<file path="src/hdl/brs_pkg.sv">
`default_nettype none

package brs_pkg;

    localparam int unsigned BYTE_W   = 8;
    localparam int unsigned STATUS_W = 3;
    localparam int unsigned LENGTH_W = 16;

    localparam logic [BYTE_W-1:0] CH_RPAREN    = 8'h29;
    localparam logic [BYTE_W-1:0] CH_LPAREN    = 8'h28;
    localparam logic [BYTE_W-1:0] CH_QUOTE     = 8'h22;
    localparam logic [BYTE_W-1:0] CH_SLASH     = 8'h2F;
    localparam logic [BYTE_W-1:0] CH_BACKSLASH = 8'h5C;
    localparam logic [BYTE_W-1:0] CH_LF        = 8'h0A;
    localparam logic [BYTE_W-1:0] CH_CR        = 8'h0D;

    typedef enum logic [2:0] {
        PH_IDLE    = 3'd0,
        PH_MAIN    = 3'd1,
        PH_SLASH   = 3'd2,
        PH_COMMENT = 3'd3,
        PH_STRING  = 3'd4,
        PH_ESCAPE  = 3'd5
    } phase_t;

    typedef enum logic [STATUS_W-1:0] {
        ST_TAKEN    = 3'd0,
        ST_ACCEPT   = 3'd1,
        ST_EMPTY    = 3'd2,
        ST_ENDED    = 3'd3,
        ST_UNWANTED = 3'd4,
        ST_OVERFLOW = 3'd5,
        ST_IDLE     = 3'd6
    } status_t;

    // Control part of the scan state, carried between the state registers
    // and the step logic.
    typedef struct packed {
        phase_t phase;
        logic   anything;
    } ctrl_t;

    // Result of one byte step, minus the length.
    typedef struct packed {
        status_t status;
        logic    last;
        logic    zero_length;
    } result_t;

endpackage

`default_nettype wire

</file>
<file path="src/hdl/brs_step.sv">
`default_nettype none

module brs_step #(
    parameter int unsigned DEPTH_BITS  = 16,
    parameter int unsigned LENGTH_BITS = 16
) (
    input  brs_pkg::ctrl_t          ctrl,
    input  logic [DEPTH_BITS-1:0]   depth,
    input  logic [LENGTH_BITS-1:0]  count,
    input  logic [7:0]              byte_value,
    input  logic                    first,
    input  logic                    region_wanted,
    input  logic                    input_ended,
    output brs_pkg::ctrl_t          ctrl_next,
    output logic [DEPTH_BITS-1:0]   depth_next,
    output logic [LENGTH_BITS-1:0]  count_next,
    output brs_pkg::result_t        result
);
    import brs_pkg::*;

    localparam logic [DEPTH_BITS-1:0]  DEPTH_MAX  = {DEPTH_BITS{1'b1}};
    localparam logic [DEPTH_BITS-1:0]  DEPTH_ONE  = DEPTH_BITS'(1);
    localparam logic [LENGTH_BITS-1:0] LENGTH_MAX = {LENGTH_BITS{1'b1}};

    phase_t                 eff_phase;
    logic                   eff_any;
    logic [DEPTH_BITS-1:0]  eff_depth;
    logic [LENGTH_BITS-1:0] eff_count;
    logic [LENGTH_BITS-1:0] take_count;
    logic                   as_main;
    logic                   take;
    status_t                status;

    // a first beat restarts the scan
    always_comb
    begin
        if (first)
        begin
            eff_phase = PH_MAIN;
            eff_any   = 1'b0;
            eff_depth = DEPTH_ONE;
            eff_count = '0;
        end
        else
        begin
            eff_phase = ctrl.phase;
            eff_any   = ctrl.anything;
            eff_depth = depth;
            eff_count = count;
        end
    end

    assign take_count = (eff_count < LENGTH_MAX) ? eff_count + LENGTH_BITS'(1) : eff_count;

    always_comb
    begin
        as_main = 1'b0;
        case (eff_phase)
            PH_SLASH:   as_main = (byte_value != CH_SLASH);
            PH_COMMENT: as_main = (byte_value == CH_LF) || (byte_value == CH_CR);
            PH_STRING:  as_main = 1'b0;
            PH_ESCAPE:  as_main = 1'b0;
            default:    as_main = 1'b1;
        endcase
    end

    always_comb
    begin
        ctrl_next.phase    = eff_phase;
        ctrl_next.anything = eff_any;
        depth_next         = eff_depth;
        take               = 1'b0;
        status             = ST_TAKEN;

        if (first && !region_wanted)
        begin
            ctrl_next.phase = PH_IDLE;
            status          = ST_UNWANTED;
        end
        else if (!first && ctrl.phase == PH_IDLE)
        begin
            status = ST_IDLE;
        end
        else if (input_ended)
        begin
            ctrl_next.phase = PH_IDLE;
            status          = ST_ENDED;
        end
        else if (as_main)
        begin
            ctrl_next.phase = PH_MAIN;
            case (byte_value)
                CH_RPAREN:
                begin
                    if (eff_depth <= DEPTH_ONE)
                    begin
                        ctrl_next.phase = PH_IDLE;
                        status          = eff_any ? ST_ACCEPT : ST_EMPTY;
                    end
                    else
                    begin
                        depth_next = eff_depth - DEPTH_ONE;
                        take       = 1'b1;
                    end
                end
                CH_LPAREN:
                begin
                    if (eff_depth == DEPTH_MAX)
                    begin
                        ctrl_next.phase = PH_IDLE;
                        status          = ST_OVERFLOW;
                    end
                    else
                    begin
                        depth_next = eff_depth + DEPTH_ONE;
                        take       = 1'b1;
                    end
                end
                CH_QUOTE:
                begin
                    ctrl_next.phase = PH_STRING;
                    take            = 1'b1;
                end
                CH_SLASH:
                begin
                    ctrl_next.phase = PH_SLASH;
                    take            = 1'b1;
                end
                default:
                begin
                    take = 1'b1;
                end
            endcase
        end
        else
        begin
            take = 1'b1;
            case (eff_phase)
                PH_SLASH:   ctrl_next.phase = PH_COMMENT;
                PH_ESCAPE:  ctrl_next.phase = PH_STRING;
                PH_STRING:
                begin
                    if (byte_value == CH_BACKSLASH)
                        ctrl_next.phase = PH_ESCAPE;
                    else if (byte_value == CH_QUOTE)
                        ctrl_next.phase = PH_MAIN;
                end
                default:    ctrl_next.phase = eff_phase;
            endcase
        end

        if (take)
            ctrl_next.anything = 1'b1;
    end

    assign count_next         = take ? take_count : eff_count;
    assign result.status      = status;
    assign result.last        = (status != ST_TAKEN) && (status != ST_IDLE);
    assign result.zero_length = (status == ST_IDLE) || (status == ST_UNWANTED);

endmodule

`default_nettype wire

</file>
<file path="src/hdl/balanced_region_scanner.sv">
`default_nettype none

// channel   | handshake                  | payload
// ----------+----------------------------+---------------------------------------------
// item      | item_valid / item_stall    | byte_value, first, region_wanted, input_ended
// result    | result_valid / result_stall| status, region_length, last
//
// One beat in, one beat out. An item is first held in the input register;
// the step logic updates the scan state as it moves to the result register,
// so each item passes the input register and then the result register, and
// a new item is taken every cycle while the result side is not stalled.
// Throughput is set by the single state update per cycle.
// Reset (rst_n low) idles the scan and empties both registers.
// A stalled result holds the item in the input register; item_stall rises
// only while both registers are full and the result is stalled.
module balanced_region_scanner #(
    parameter int unsigned DEPTH_BITS  = 16,
    parameter int unsigned LENGTH_BITS = 16
) (
    input  logic                       clk,
    input  logic                       rst_n,
    input  logic                       item_valid,
    output logic                       item_stall,
    input  logic [7:0]                 byte_value,
    input  logic                       first,
    input  logic                       region_wanted,
    input  logic                       input_ended,
    output logic                       result_valid,
    input  logic                       result_stall,
    output logic [brs_pkg::STATUS_W-1:0] status,
    output logic [brs_pkg::LENGTH_W-1:0] region_length,
    output logic                       last
);
    import brs_pkg::*;

    // input register
    logic       in_valid_reg;
    logic [7:0] byte_reg;
    logic       first_reg;
    logic       wanted_reg;
    logic       ended_reg;

    // scan state
    ctrl_t                  ctrl_reg;
    ctrl_t                  ctrl_next;
    logic [DEPTH_BITS-1:0]  depth_reg;
    logic [DEPTH_BITS-1:0]  depth_next;
    logic [LENGTH_BITS-1:0] count_reg;
    logic [LENGTH_BITS-1:0] count_next;
    result_t                step_result;

    // result register
    logic                   out_valid_reg;
    logic [STATUS_W-1:0]    status_reg;
    logic [LENGTH_W-1:0]    length_reg;
    logic                   last_reg;

    logic advance;
    logic item_take;

    // move the held item on whenever the result slot is free or draining
    assign advance    = in_valid_reg && (!out_valid_reg || !result_stall);
    assign item_stall = in_valid_reg && !advance;
    assign item_take  = item_valid && !item_stall;

    brs_step #(
        .DEPTH_BITS  (DEPTH_BITS),
        .LENGTH_BITS (LENGTH_BITS)
    ) u_step (
        .ctrl          (ctrl_reg),
        .depth         (depth_reg),
        .count         (count_reg),
        .byte_value    (byte_reg),
        .first         (first_reg),
        .region_wanted (wanted_reg),
        .input_ended   (ended_reg),
        .ctrl_next     (ctrl_next),
        .depth_next    (depth_next),
        .count_next    (count_next),
        .result        (step_result)
    );

    always_ff @(posedge clk or negedge rst_n)
    begin
        if (!rst_n)
        begin
            in_valid_reg <= 1'b0;
        end
        else if (item_take)
        begin
            in_valid_reg <= 1'b1;
        end
        else if (advance)
        begin
            in_valid_reg <= 1'b0;
        end
    end

    // payload holds while stalled
    always_ff @(posedge clk)
    begin
        if (item_take)
        begin
            byte_reg   <= byte_value;
            first_reg  <= first;
            wanted_reg <= region_wanted;
            ended_reg  <= input_ended;
        end
    end

    // scan state advances once per item
    always_ff @(posedge clk or negedge rst_n)
    begin
        if (!rst_n)
        begin
            ctrl_reg.phase    <= PH_IDLE;
            ctrl_reg.anything <= 1'b0;
            depth_reg         <= '0;
            count_reg         <= '0;
        end
        else if (advance)
        begin
            ctrl_reg  <= ctrl_next;
            depth_reg <= depth_next;
            count_reg <= count_next;
        end
    end

    always_ff @(posedge clk or negedge rst_n)
    begin
        if (!rst_n)
        begin
            out_valid_reg <= 1'b0;
        end
        else if (advance)
        begin
            out_valid_reg <= 1'b1;
        end
        else if (!result_stall)
        begin
            out_valid_reg <= 1'b0;
        end
    end

    // length zero-extends or truncates to the 16-bit result field
    always_ff @(posedge clk)
    begin
        if (advance)
        begin
            status_reg <= step_result.status;
            last_reg   <= step_result.last;
            length_reg <= step_result.zero_length ? '0 : LENGTH_W'(count_next);
        end
    end

    assign result_valid  = out_valid_reg;
    assign status        = status_reg;
    assign region_length = length_reg;
    assign last          = last_reg;

endmodule

`default_nettype wire

</file>
<file path="config.mk">
export PLATFORM = sky130hd
export DESIGN_NAME = balanced_region_scanner
export DESIGN_NICKNAME = d
export VERILOG_FILES = /design/src/hdl/brs_pkg.sv /design/src/hdl/brs_step.sv /design/src/hdl/balanced_region_scanner.sv
export SDC_FILE = /design/constraint.sdc
export NUM_CORES = 1
export LEC_CHECK = 0
export BUFFER_PORTS_ARGS = -buffer_cell sky130_fd_sc_hd__buf_4
export CAP_MARGIN = 10
export CELL_PAD_IN_SITES_DETAIL_PLACEMENT = 0
export CELL_PAD_IN_SITES_GLOBAL_PLACEMENT = 1
export CORE_AREA = 2 2 104 106
export DETAILED_ROUTE_END_ITERATION = 8
export DIE_AREA = 0 0 106 108
export HOLD_SLACK_MARGIN = 0.08
export PLACE_DENSITY_LB_ADDON = 0.1
export REMOVE_ABC_BUFFERS = 1
export SYNTH_ARGS = -nofsm -noshare
export SYNTH_HDL_FRONTEND = slang
export SYNTH_SLANG_ARGS = --single-unit
</file>
<file path="constraint.sdc">
create_clock -name clk -period 4.4 [get_ports clk]
set_input_delay 0.88 -clock clk [delete_from_list [all_inputs] [get_ports clk]]
set_output_delay 0.88 -clock clk [all_outputs]
set_load 0.03 [all_outputs]
</file>
Word-level counts from Yosys, hierarchy flattened
Index checks and enable logic that the tools add are counted.

Register bits: 69. Input port bits: 15. Output and inout port bits: 22. Logic and storage cells: 98.

$add $sub $neg: 3. Order comparisons: 2. Eq/ne operators: 17. Mux-type cells: 44. Reduce and logical (&&, ||, !) cells: 19.

Operators by type and width (number): $mux W16 (10); $mux W3 (13); $add A16 B1 Y16 const B (2); $eq A8 B6 Y1 const B (4); $pmux W16 S2 (1); $eq A16 B16 Y1 const B (1); $eq A8 B4 Y1 const B (2); $le A16 B1 Y1 const B (1); $lt A16 B16 Y1 const B (1); $sub A16 B1 Y16 const B (1); $mux W1 (14); $eq A3 B3 Y1 const B (4); $pmux W3 S4 (1); $pmux W3 S3 (1); $eq A8 B7 Y1 const B (1); $ne A8 B6 Y1 const B (1); $eq A3 B2 Y1 const B (2); $logic_and A1 B1 Y1 (6); $logic_not A1 Y1 (6); $pmux W3 S2 (1); $logic_not A3 Y1 (1); $logic_or A1 B1 Y1 (3); $ne A3 B3 Y1 const B (1); $pmux W1 S3 (1); 6 further kinds (6).

Longest topological paths before layout
Gate-level depths: netlist (run 1).

Depth in word-level cells: 10. Depth in mapped cells: 13.

Modules after synthesis
From an unflattened synthesis (run 1), not the netlist that was laid out.

Cell total of the unflattened synthesis: 467. Area total of the unflattened synthesis: 4868.4 sq um.

By module, submodules not included: balanced_region_scanner (instances 1, cells each 132, area each 2612.5 sq um, sequential area each 1881.8 sq um); brs_step (instances 1, cells each 335, area each 2255.9 sq um, sequential area each 0.0 sq um).

Worst setup path before layout (run 1)
Ideal clock, no wire load.

Kind: register to register. Start: register first_reg. End: register depth_reg[7]. Setup time: 172 ps. Arrival: 3115 ps. Required time: 4228 ps. Path slack: 1113 ps. Stages on the path, launching flop included: 13. Buffers on the path: 3. Clock period less this slack: 3287 ps. Path through: edfxtp_1 buf_2 clkbuf_1 clkbuf_1 or2_2 ha_1 nand4_1 nor4_1 a211oi_1 a22oi_1 mux2_2 o21bai_1 a21oi_1.

Word-level cells in the longest chain between the ends: 8. Elaborated cells between the ends (all ways): 22.

Ends and longest elaborated chain: start: declaration (line balanced_region_scanner.sv:39) `logic first_reg;`; start signal: assignment (line balanced_region_scanner.sv:105) `first_reg <= first;`; $mux W16 or $mux W3 (tied branches) (line brs_step.sv:37) `if (first)`; $add A16 B1 Y16, or another cell as far along (line brs_step.sv:115) `depth_next = eff_depth + DEPTH_ONE;`; $mux W16, or another cell as far along (line brs_step.sv:108) `if (eff_depth == DEPTH_MAX)`; $pmux W16 S2 or $pmux W1 S3 (tied branches) (line brs_step.sv:92, brs_step.sv:58); $mux W16 (line brs_step.sv:89) `else if (as_main)`; $mux W16 (line brs_step.sv:84) `else if (input_ended)`; $mux W16 (line brs_step.sv:80) `else if (!first && ctrl.phase == PH_IDLE)`; $mux W16 (*) (line brs_step.sv:75) `if (first && !region_wanted)`; end signal: assignment (line balanced_region_scanner.sv:124) `depth_reg <= depth_next;`; end: declaration (line balanced_region_scanner.sv:46) `logic [DEPTH_BITS-1:0] depth_reg;`.

Mark *: on every way between the ends. The rest lies on a longest branch, timed or not. A chain may end at the register's enable or synchronous reset.

Worst setup path after layout (run 1)
Start: register first_reg. End: register length_reg[5] (netlist: region_length[5]) (data pin).

Word-level cells in the longest chain between the ends: 10. Elaborated cells between the ends (all ways): 37.

Ends and longest elaborated chain: $mux W16, or another cell as far along (line brs_step.sv:37); $le A16 B1 Y1, or another cell as far along (line brs_step.sv:95) `if (eff_depth <= DEPTH_ONE)`; $mux W3, or another cell as far along (line brs_step.sv:95); $pmux W3 S2 or $pmux W1 S3 (tied branches) (line brs_step.sv:92, brs_step.sv:58); $mux W3 (line brs_step.sv:89); $mux W3 (line brs_step.sv:84); $mux W3 (line brs_step.sv:80); $mux W3 (line brs_step.sv:75); $eq A3 B3 Y1 (line brs_step.sv:159) `assign result.zero_length = (status == ST_IDLE) || (status == ST_UNWANTED);`; $logic_or A1 B1 Y1 (line brs_step.sv:159); end signal: assignment (line balanced_region_scanner.sv:152) `length_reg <= step_result.zero_length ? '0 : LENGTH_W'(count_next);`; end: declaration (line balanced_region_scanner.sv:55) `logic [LENGTH_W-1:0] length_reg;`.

Parallel ways exist; a longest one is shown, timed or not.

==> implementation parameters, run 1 <==
Parameter                              Value

Floorplanning
  I/O pin total ... 37
  Area of the placeable core ... 10200 µm²
  Initial core utilization ... 0.460
  Vertical die dimension ... 108 µm
  Die extent in x ... 106 µm
  Core Rows ... 37
  Die ar. ... 11400 µm²

Final layout
  Commonest non-fill, non-tap cell in the layout ... sky130_fd_sc_hd__nor2_1
  N_diodes ... 0
  Share of final-layout standard cells stronger than drive strength 1 ... 0.143
  Share of the core filled with cells ... 0.520
  Area Overhead vs Synth ... 12.9%
  Nets ... 589
  Top library cells by usage in the layout, fill and taps aside ... sky130_fd_sc_hd__nor2_1, sky130_fd_sc_hd__nand2_1, sky130_fd_sc_hd__buf_4

Critical path
  Worst reg2reg setup slack ... 1.23 ns
  Critical path startpoint category ... flop
  Crit end category ... flop
  Arrival time reported for the critical path endpoint ... 3.26 ns
  Crit Path Category ... flop to flop
  Required arrival time at the worst endpoint ... 4.49 ns
  Critical path fanouts, max ... 8

Placement
  Routability congestion estimate ... 0.896
  Pre-CTS setup slack ... 1.30 ns
  Detailed-placement wirelength estimate ... 9320 µm
  Buffers added on ports ... 36

Global route
  Number of antenna violations at the first check in global routing ... 0
  Total GRT Usage ... 0.238
  Residual overflow from global routing ... 0
  Vias in the first global route ... 4072
  First-pass GRT wire length ... 21200 µm
  Maximum number of pins on one net before global-route repair ... 47

Flow run
  Max-capacitance violation count ... 0

Clock tree
  Post-cts resize count ... 0
  Clock buffers created by TritonCTS ... 9
  Maximum number of buffers from clock root to sink ... 2
  Total of hold buffers inserted after clock tree synthesis ... 0
  Clock tree from TritonCTS ... built
  Root buffer cell ... sky130_fd_sc_hd__clkbuf_8
  Clock slew at the register clock pins of the worst setup and hold paths ... 0.08 ns
  Total number of H-tree levels ... 3
  Post-CTS Repair Setup Buffers ... 0
  Skew-Pair Late Insertion Delay ... 0.35 ns
  Clock sink count ... 69

STA
  Final setup violation count ... 0
  Maximum achievable frequency ... 0.316 GHz
  Unrepaired setup endpoints after global routing ... no
  Total Neg Setup Slack ... 0 ns
  Worst slew margin ... 0.228
  Hold Worst Slack ... 0.501 ns
  Final critical-path share of the clock period ... 0.720
  Min setup slack post-route ... 1.23 ns
  Final clock skew ... 0.0132 ns
  Number of hold violations in the final report ... 0
  Number of max-slew violations in the final report ... 0
  Least-Margin Pin Slew ... 1.15 ns
  Final Critical Period ... 3.17 ns

Power and ir drop
  Pwr/cell area ... 338 nW/µm²
  Static Leakage ... 0.00202 µW
  VDD IR max ... 0.185 mV

Synth
  EDFF count, synth ... 31
  FF+latch count, synth ... 69
  Cell count after synthesis ... 539
  Average cell area after synthesis ... 8.74 µm²
  Post-synthesis cell area ... 4710 µm²
  Warnings, synthesis ... 0
  Synth cell types ... 73
  Sequential element share of the synthesized area ... 0.399
  Post-synthesis async set-or-reset flop share ... 0.551
  Dominant synthesized flop cell ... sky130_fd_sc_hd__dfrtp_1

Detailed routing
  DR pass1 iterations ... 5
  Routed WL ... 13300 µm
  Detail-routed net length per standard cell ... 18.7 µm
  Antenna Nets Post-Route ... 0
  DRC marker count from the first detailed-route iteration ... 377
  Count of unresolved DRC violations after routing ... 0
  Via density ... 6.15
  Via count of the routed design ... 4370

Outcome
  Outcome ... finished clean

Min path
  Hold crit path type ... flop to flop
[critical path, cell delays in order, from the launching register on]
cell and delay (ns):
sky130_fd_sc_hd__edfxtp_1 0.42, sky130_fd_sc_hd__inv_1 0.31, sky130_fd_sc_hd__nand2_1 0.17, sky130_fd_sc_hd__inv_1 0.11, sky130_fd_sc_hd__ha_1 0.18, sky130_fd_sc_hd__nand4_1 0.16
sky130_fd_sc_hd__nor3_1 0.33, sky130_fd_sc_hd__nand4_1 0.34, sky130_fd_sc_hd__a21bo_2 0.36, sky130_fd_sc_hd__and2_0 0.29, sky130_fd_sc_hd__nand2_1 0.16, sky130_fd_sc_hd__mux2i_1 0.08
[cells in the mapped netlist (4+ instances only)]
library cell	number	area [µm²]
sky130_fd_sc_hd__inv_1	13	48.8
sky130_fd_sc_hd__ha_1	4	50.1
sky130_fd_sc_hd__nor4_1	16	100
sky130_fd_sc_hd__nand2_1	56	210
sky130_fd_sc_hd__nor2b_1	15	93.8
sky130_fd_sc_hd__a21oi_1	21	105
sky130_fd_sc_hd__or2_2	6	37.5
sky130_fd_sc_hd__mux2i_1	12	120
sky130_fd_sc_hd__nor2_1	57	214
sky130_fd_sc_hd__a211oi_1	5	37.5
sky130_fd_sc_hd__nor3b_1	5	37.5
sky130_fd_sc_hd__or3_1	9	56.3
sky130_fd_sc_hd__o31ai_1	10	75.1
sky130_fd_sc_hd__nand2b_1	13	81.3
sky130_fd_sc_hd__dfrtp_1	38	951
sky130_fd_sc_hd__xnor2_1	11	96.3
sky130_fd_sc_hd__xor2_1	5	43.8
sky130_fd_sc_hd__o21ai_0	21	105
sky130_fd_sc_hd__nand4_1	16	100
sky130_fd_sc_hd__edfxtp_1	31	931
sky130_fd_sc_hd__o21a_1	6	45.0
sky130_fd_sc_hd__or4_1	4	30.0
sky130_fd_sc_hd__and3_1	11	68.8
sky130_fd_sc_hd__a221o_1	6	60.1
sky130_fd_sc_hd__nor3_1	27	135
sky130_fd_sc_hd__clkbuf_1	25	93.8
sky130_fd_sc_hd__nand3_1	20	100
[path summary, 6_finish.rpt]
path                               from               end  depth (start not counted)
hold reg to reg            in_valid_reg      result_valid                          1
setup / recovery              first_reg  region_length[5]                         11
setup reg to reg              first_reg  region_length[5]                         11
hold / removal             in_valid_reg      result_valid                          1
min in group asynchronous         rst_n      depth_reg[8]                          1
max in group asynchronous         rst_n      depth_reg[3]                          1
[stage by stage]
step	area, µm²	total power, µW	std cells
after floorplan	4600	1140	511
after global placement	5130	1300	695
after detailed placement	5130	1300	695
after CTS	5320	1800	711
after global routing	5320	1900	711
final	5320	1800	711
[routing by layer]
metal / track usage / share of wire / wire (µm)
met1: 0.303 / 0.44 / 5810
met2: 0.391 / 0.47 / 6240
met3: 0.0380 / 0.056 / 743
met4: 0.128 / 0.039 / 523
met5: 0 / 0 / 0
[where the power goes]
part           total [µW]  internal, µW  switching (µW)  leakage [µW]
Combinational         443           162             281       0.00113
Clock                 502           239             263     0.0000909
Sequential            850           751            99.0      0.000801
[area by class of cell]
class,instances,area [µm²]
sequential,69,1880
inverter,13,48.8
fill,950,4910
multi-input combinational,429,2670
timing repair buffer,48,360
clock inverter,5,33.8
clock buffer,11,153
tap,136,170
[cells by family after synthesis]
kind of cell               Yosys count  synth area share
buffers and inverters               41            0.0332
adders and majority gates            4            0.0106
and+or+nand+nor                    275             0.308
AOI/OAI and AO/OA                  121             0.192
xor gates and xnor gates            16            0.0297
DFF                                 69             0.399
muxes                               13            0.0279
(Power assumes the default switching activity.)
==> run 2, diff against run 1 <==
--- a/config.mk
+++ b/config.mk
@@ -5,13 +5,14 @@
 export SDC_FILE = /design/constraint.sdc
 export NUM_CORES = 1
 export LEC_CHECK = 0
+export ABC_AREA = 1
 export BUFFER_PORTS_ARGS = -buffer_cell sky130_fd_sc_hd__buf_4
 export CAP_MARGIN = 10
 export CELL_PAD_IN_SITES_DETAIL_PLACEMENT = 0
 export CELL_PAD_IN_SITES_GLOBAL_PLACEMENT = 1
-export CORE_AREA = 2 2 104 106
+export CORE_AREA = 2 2 115 117
 export DETAILED_ROUTE_END_ITERATION = 8
-export DIE_AREA = 0 0 106 108
+export DIE_AREA = 0 0 117 119
 export HOLD_SLACK_MARGIN = 0.08
 export PLACE_DENSITY_LB_ADDON = 0.1
 export REMOVE_ABC_BUFFERS = 1
==> constraint.sdc (replaced) <==
create_clock -name clk -period 2.7 [get_ports clk]
set_input_delay 0.54 -clock clk [delete_from_list [all_inputs] [get_ports clk]]
set_output_delay 0.54 -clock clk [all_outputs]
set_load 0.03 [all_outputs]
==> implementation parameters, run 2 <==
Parameter                              Value

Final layout
  Share of final-layout standard cells stronger than drive strength 1 ... 0.168 (+0.0255)
  Count of placed standard cells in the final layout, fillers left out ... 967 (+36%)
  Area Overhead vs Synth ... 20.4%
  Commonest non-fill, non-tap cell in the layout ... sky130_fd_sc_hd__nand2_1
  N_diodes ... 0 (unchanged)
  Top library cells by usage in the layout, fill and taps aside ... sky130_fd_sc_hd__nand2_1, sky130_fd_sc_hd__nand3_1, sky130_fd_sc_hd__inv_1
  Nets ... 805 (+37%)

Placement
  Detailed-placement wirelength estimate ... 10800 µm (+16%)
  Routability congestion estimate ... 0.906 (+1.0%)
  Pre-CTS setup slack ... 0.127 ns (-1.17 ns)
  Dpl cells ... 941 (+35%)
  Buffers added on ports ... 36 (unchanged)

Power and ir drop
  Net switching power of the design ... 1530 µW (+140%)
  Pwr/cell area ... 668 nW/µm² (+98%)
  Sum of internal, switching and leakage power ... 4020 µW (+120%)
  Power Internal ... 2480 µW (+120%)
  Sw Share ... 0.381 (+0.0235)
  Clk network pwr share ... 0.302 (+0.022)
  Part of the power in combinational logic ... 0.333 (+0.086)
  VDD IR max ... 0.317 mV (+72%)
  Share of total power in sequential cells ... 0.365 (-0.109)
  Static Leakage ... 0.00276 µW (+37%)

Clock tree
  Total number of H-tree levels ... 3 (unchanged)
  Root buffer cell ... sky130_fd_sc_hd__clkbuf_16
  Clock sink count ... 69 (unchanged)
  Clock slew at the register clock pins of the worst setup and hold paths ... 0.06 ns (-0.02 ns)
  Clock buffers created by TritonCTS ... 9 (unchanged)
  Clock tree from TritonCTS ... built
  Maximum number of buffers from clock root to sink ... 2 (unchanged)
  Total of hold buffers inserted after clock tree synthesis ... 0 (unchanged)
  Skew-Pair Late Insertion Delay ... 0.34 ns (about the same)

Global route
  First-pass GRT wire length ... 24500 µm (+16%)
  Total GRT Usage ... 0.228 (-0.0101)
  Number of antenna violations at the first check in global routing ... 0 (unchanged)
  Vias in the first global route ... 4835 (+19%)
  Residual overflow from global routing ... 0 (unchanged)
  Maximum number of pins on one net before global-route repair ... 64 (+36%)

Critical path
  CP delay by family, top ... simple AND/OR/NAND/NOR gates
  Required arrival time at the worst endpoint ... 2.76 ns (-1.73 ns)
  Crit Path Category ... flop to flop
  Critical path startpoint category ... flop
  Crit end category ... flop
  Crit-path max cell delay ... 0.44 ns (+0.02 ns)
  Arrival time reported for the critical path endpoint ... 2.63 ns (-0.63 ns)
  Critical path fanouts, max ... 8 (unchanged)
  Bufs and invs on worst path ... 2 (unchanged)
  Series of cell instances along the critical path ... buf_4, nor2_2, ha_4, nand4_1, nor2_2, nand4_1, nand2_2, nand4_4, clkbuf_16, nand3_1, a21oi_1
  Slowest library cell on the worst path ... sky130_fd_sc_hd__edfxtp_1

Synth
  Sequential element share of the synthesized area ... 0.377 (-0.0224)
  FF+latch count, synth ... 69 (unchanged)
  EDFF count, synth ... 31 (unchanged)
  Dominant synthesized flop cell ... sky130_fd_sc_hd__dfrtp_1
  Warnings, synthesis ... 0 (unchanged)
  Post-synthesis cell area ... 4990 µm² (+5.9%)
  Synth cell types ... 35 (-52%)
  Portion of synthesized cell area occupied by the leading cell type ... 0.191 (-0.0113)
  Most numerous cell in the Yosys netlist ... sky130_fd_sc_hd__nand2_1
  Largest area contributor in the synthesized netlist ... sky130_fd_sc_hd__dfrtp_1
  Average cell area after synthesis ... 6.88 µm² (-21%)
  Post-synthesis async set-or-reset flop share ... 0.551 (unchanged)
  Commonest cells post-synth ... sky130_fd_sc_hd__nand2_1, sky130_fd_sc_hd__nand3_1, sky130_fd_sc_hd__inv_1, sky130_fd_sc_hd__nor2_1, sky130_fd_sc_hd__o21ai_0
  Top cells by area in the synthesized netlist ... sky130_fd_sc_hd__dfrtp_1, sky130_fd_sc_hd__edfxtp_1, sky130_fd_sc_hd__nand2_1
  Cell count after synthesis ... 725 (+35%)

STA
  Worst slew margin ... 0.510 (+0.283)
  Final clock skew ... 0.00483 ns (-0.00836 ns)
  Final critical-path share of the clock period ... 0.952 (+0.232)
  Number of max-slew violations in the final report ... 0 (unchanged)
  Hold Worst Slack ... 0.183 ns (-0.319 ns)
  Maximum achievable frequency ... 0.389 GHz (+23%)
  Total Neg Setup Slack ... 0 ns (unchanged)
  Unrepaired setup endpoints after global routing ... no
  Least-Margin Pin Slew ... 0.734 ns (-0.413 ns)
  Min setup slack post-route ... 0.129 ns (-1.10 ns)
  Number of hold violations in the final report ... 0 (unchanged)
  Final Critical Period ... 2.57 ns (-0.597 ns)
  Final setup violation count ... 0 (unchanged)

Detailed routing
  Via density ... 5.20 (-15%)
  Detail-routed net length per standard cell ... 16.0 µm (-15%)
  DRC marker count from the first detailed-route iteration ... 282 (-25%)
  Routed WL ... 15400 µm (+16%)
  DR pass1 iterations ... 4 (-1)
  Via count of the routed design ... 5025 (+15%)
  Count of unresolved DRC violations after routing ... 0 (unchanged)
  Antenna Nets Post-Route ... 0 (unchanged)

Floorplanning
  Die ar. ... 13900 µm² (+22%)
  Initial core utilization ... 0.388 (-0.0728)
  Core Rows ... 42 (+14%)
  Area of the placeable core ... 12900 µm² (+26%)
  I/O pin total ... 37 (unchanged)
  Vertical die dimension ... 119 µm (+10%)
  Die extent in x ... 117 µm (+10%)

Flow run
  Max-capacitance violation count ... 0 (unchanged)

Min path
  Hold crit path type ... primary input to asynchronous set/reset pin

Outcome
  Outcome ... finished clean
-- run 2: cell type report --
| type | instances | area (µm²) |
|---|---|---|
| inverter | 83 | 317 |
| clock buffer | 11 | 243 |
| timing repair buffer | 74 | 602 |
| fill | 1345 | 6870 |
| clock inverter | 5 | 57.6 |
| multi-input combinational | 549 | 2690 |
| tap | 176 | 220 |
| sequential | 69 | 1880 |
-- run 2: kinds of logic (layout without fill, tap and decap cells) --
kind of cell / after synthesis / in the layout / share of synthesized area
fa+ha+maj: 4 / 4 / 0.0100
flops: 69 / 69 / 0.377
simple gates: 431 / 431 / 0.395
compound gates: 111 / 111 / 0.121
buf+inv: 107 / 173 / 0.0920
xor+xnor: 3 / 3 / 0.00527
-- run 2: power groups by stage --
stage	clock, µW	combinational, µW	sequential (µW)
after global placement	0	1280	1480
after floorplan	0	792	1530
after CTS	1240	1300	1460
final	1210	1340	1470
after global routing	1290	1490	1490
after detailed placement	0	1290	1480
-- run 2: timing repair --
| item | CTS | global route |
|---|---|---|
| gates resized for setup | 0 | 19 |
| endpoints found under the setup margin | 0 | 40 |
| setup buffers | 0 | 9 |
| endpoints found under the hold margin | 0 | 0 |
-- run 2: metal layers --
layer | global-route usage | routed length (µm) | up-vias | part of all wire
met4 | 0.0581 | 208 | 0 | 0.013
met2 | 0.401 | 7760 | 89 | 0.50
met5 | 0 | 0 | - | 0
met3 | 0.0478 | 519 | 14 | 0.034
met1 | 0.280 | 6950 | 2374 | 0.45
li1 | - | - | 2548 | -
-- run 2: final timing paths --
kind	end	cells after the start	slack [ns]	start
min in group clk	byte_reg[0]	1	0.37	byte_value[0]
hold reg to reg	depth_reg[11]	2	0.48	depth_reg[11]
max in group asynchronous	count_reg[2]	1	2.12	rst_n
setup / recovery	region_length[2]	11	0.13	first_reg
hold / removal	ctrl_reg[3]	1	0.18	rst_n
setup reg to reg	region_length[2]	11	0.13	first_reg
-- run 2: through the flow --
stage / instance area (µm²) / utilization
final: 6010 / 0.467
after detailed placement: 5540 / 0.431
after global routing: 6010 / 0.467
after floorplan: 4840 / -
after global placement: 5540 / 0.431
after CTS: 5840 / 0.454
==> run 3, diff against run 2 <==
--- a/config.mk
+++ b/config.mk
@@ -10,9 +10,10 @@
 export CAP_MARGIN = 10
 export CELL_PAD_IN_SITES_DETAIL_PLACEMENT = 0
 export CELL_PAD_IN_SITES_GLOBAL_PLACEMENT = 1
-export CORE_AREA = 2 2 115 117
+export CORE_AREA = 2 2 114 116
+export CTS_BUF_LIST = sky130_fd_sc_hd__clkbuf_4 sky130_fd_sc_hd__clkbuf_8
 export DETAILED_ROUTE_END_ITERATION = 8
-export DIE_AREA = 0 0 117 119
+export DIE_AREA = 0 0 116 118
 export HOLD_SLACK_MARGIN = 0.08
 export PLACE_DENSITY_LB_ADDON = 0.1
 export REMOVE_ABC_BUFFERS = 1
==> implementation parameters, run 3 (synthesis gave the netlist of run 2 again) <==
Parameter                              Value

STA
  Min setup slack post-route ... 0.150 ns (+0.0209 ns)
  Hold Worst Slack ... 0.147 ns (-0.0356 ns)
  Final Critical Period ... 2.55 ns (-0.0209 ns)
  Final clock skew ... 0.0106 ns (+0.00577 ns)
  Number of hold violations in the final report ... 0 (unchanged)
  Final setup violation count ... 0 (unchanged)
  Number of max-slew violations in the final report ... 0 (unchanged)
  Maximum achievable frequency ... 0.392 GHz (+0.82%)
  Worst slew margin ... 0.595 (+0.0851)
  Least-Margin Pin Slew ... 0.606 ns (-0.128 ns)
  Final critical-path share of the clock period ... 0.944 (-0.00776)
  Unrepaired setup endpoints after global routing ... yes

Global route
  First-pass GRT wire length ... 24800 µm (+1.1%)
  Maximum number of pins on one net before global-route repair ... 46 (-28%)
  Number of antenna violations at the first check in global routing ... 0 (unchanged)
  Residual overflow from global routing ... 0 (unchanged)
  Total GRT Usage ... 0.232 (+0.00460)
  Vias in the first global route ... 4909 (+1.5%)

Floorplanning
  Die ar. ... 13700 µm² (-1.7%)
  Core Rows ... 41 (-2.4%)
  Die extent in x ... 116 µm (-0.85%)
  I/O pin total ... 37 (unchanged)
  Vertical die dimension ... 118 µm (-0.84%)
  Area of the placeable core ... 12400 µm² (-3.6%)
  Initial core utilization ... 0.402 (+0.0144)

Critical path
  Arrival time reported for the critical path endpoint ... 2.67 ns (+0.04 ns)
  Crit Path Category ... flop to flop
  Critical path fanouts, max ... 10 (+2)
  Crit end category ... flop
  Required arrival time at the worst endpoint ... 2.82 ns (+0.06 ns)
  Critical path startpoint category ... flop

Clock tree
  Total of hold buffers inserted after clock tree synthesis ... 0 (unchanged)
  Maximum number of buffers from clock root to sink ... 2 (unchanged)
  Root buffer cell ... sky130_fd_sc_hd__clkbuf_8
  Total number of H-tree levels ... 3 (unchanged)
  Clock sink count ... 69 (unchanged)
  Clock slew at the register clock pins of the worst setup and hold paths ... 0.09 ns (+0.03 ns)
  Clock tree from TritonCTS ... built
  Clock buffers created by TritonCTS ... 9 (unchanged)
  Skew-Pair Late Insertion Delay ... 0.38 ns (+0.04 ns)

Final layout
  Share of final-layout standard cells stronger than drive strength 1 ... 0.170 (+0.00231)
  Top library cells by usage in the layout, fill and taps aside ... sky130_fd_sc_hd__nand2_1, sky130_fd_sc_hd__nand3_1, sky130_fd_sc_hd__inv_1
  Nets ... 806 (+0.12%)
  N_diodes ... 0 (unchanged)
  Commonest non-fill, non-tap cell in the layout ... sky130_fd_sc_hd__nand2_1
  Area Overhead vs Synth ... 18.6%
  Count of placed standard cells in the final layout, fillers left out ... 964 (-0.31%)

Detailed routing
  DR pass1 iterations ... 4 (unchanged)
  Via density ... 5.26 (+1.3%)
  Antenna Nets Post-Route ... 0 (unchanged)
  DRC marker count from the first detailed-route iteration ... 293 (+3.9%)
  Count of unresolved DRC violations after routing ... 0 (unchanged)
  Detail-routed net length per standard cell ... 16.0 µm (about the same)
  Via count of the routed design ... 5073 (+0.96%)
  Routed WL ... 15400 µm (-0.25%)

Power and ir drop
  Pwr/cell area ... 639 nW/µm² (-4.3%)
  Sum of internal, switching and leakage power ... 3780 µW (-5.8%)
  VDD IR max ... 0.437 mV (+38%)
  Static Leakage ... 0.00271 µW (-1.7%)

Placement
  Routability congestion estimate ... 0.929 (+2.5%)
  Pre-CTS setup slack ... 0.116 ns (-0.0110 ns)
  Dpl cells ... 938 (-0.32%)
  Buffers added on ports ... 36 (unchanged)
  Detailed-placement wirelength estimate ... 11100 µm (+2.8%)

Outcome
  Outcome ... finished clean

Flow run
  Max-capacitance violation count ... 0 (unchanged)

Min path
  Hold crit path type ... primary input to asynchronous set/reset pin
==> run 3: where the power goes <==
group | switching [µW] | total (µW) | internal [µW]
clock | 469 | 1020 | 552
sequential | 132 | 1450 | 1320
combinational | 904 | 1310 | 410
==> run 3: critical path, stage by stage, from the launching register on <==
cell and delay (ns):
sky130_fd_sc_hd__edfxtp_1 0.43, sky130_fd_sc_hd__buf_4 0.18, sky130_fd_sc_hd__nor2_2 0.15, sky130_fd_sc_hd__ha_2 0.22, sky130_fd_sc_hd__nand4_1 0.17, sky130_fd_sc_hd__nor2_2 0.20, sky130_fd_sc_hd__nand4_1 0.18, sky130_fd_sc_hd__buf_6 0.20
sky130_fd_sc_hd__or2_1 0.27, sky130_fd_sc_hd__o211ai_1 0.19, sky130_fd_sc_hd__nand3_1 0.09
==> run 3: final timing paths <==
check / startpoint / end / slack [ns] / depth (start not counted)
worst max-delay path: first_reg / last / 0.15 / 10
worst min-delay path: rst_n / depth_reg[14] / 0.15 / 1
worst max register to register: first_reg / last / 0.15 / 10
worst min register to register: count_reg[15] / count_reg[15] / 0.50 / 2
max in group asynchronous: rst_n / count_reg[13] / 2.16 / 1
min in group clk: byte_value[0] / byte_reg[0] / 0.34 / 1
==> run 3: cell type report <==
class	count	area [µm²]
Clock buffer	10	138
Clock inverter	6	93.8
Fill cell	1287	6500
Inverter	83	312
Multi-Input combinational cell	549	2670
Sequential cell	69	1880
Tap cell	172	215
Timing Repair Buffer	75	604
==> run 3: metrics by stage <==
stage | TNS (ns) | cell area [µm²] | util
6_report | 0 | 5920 | 0.477
5_1_grt | -0.0550 | 5920 | 0.477
4_1_cts | 0 | 5790 | 0.466
3_5_place_dp | 0 | 5560 | 0.448
3_3_place_gp | 0 | 5560 | 0.448
2_1_floorplan | -18.26 | 4840 | -
==> run 3: what timing repair did <==
item                       4_1_cts  5_1_grt
resized for setup                0       10
setup endpoints to repair        0       31
buffers inserted                 0       10
==> run 3: metal layers <==
metal,track usage,routed length (µm),vias up
met3,0.0402,579,35
met2,0.391,7620,122
li1,-,-,2533
met4,0.0885,411,0
met5,0,0,-
met1,0.294,6780,2383
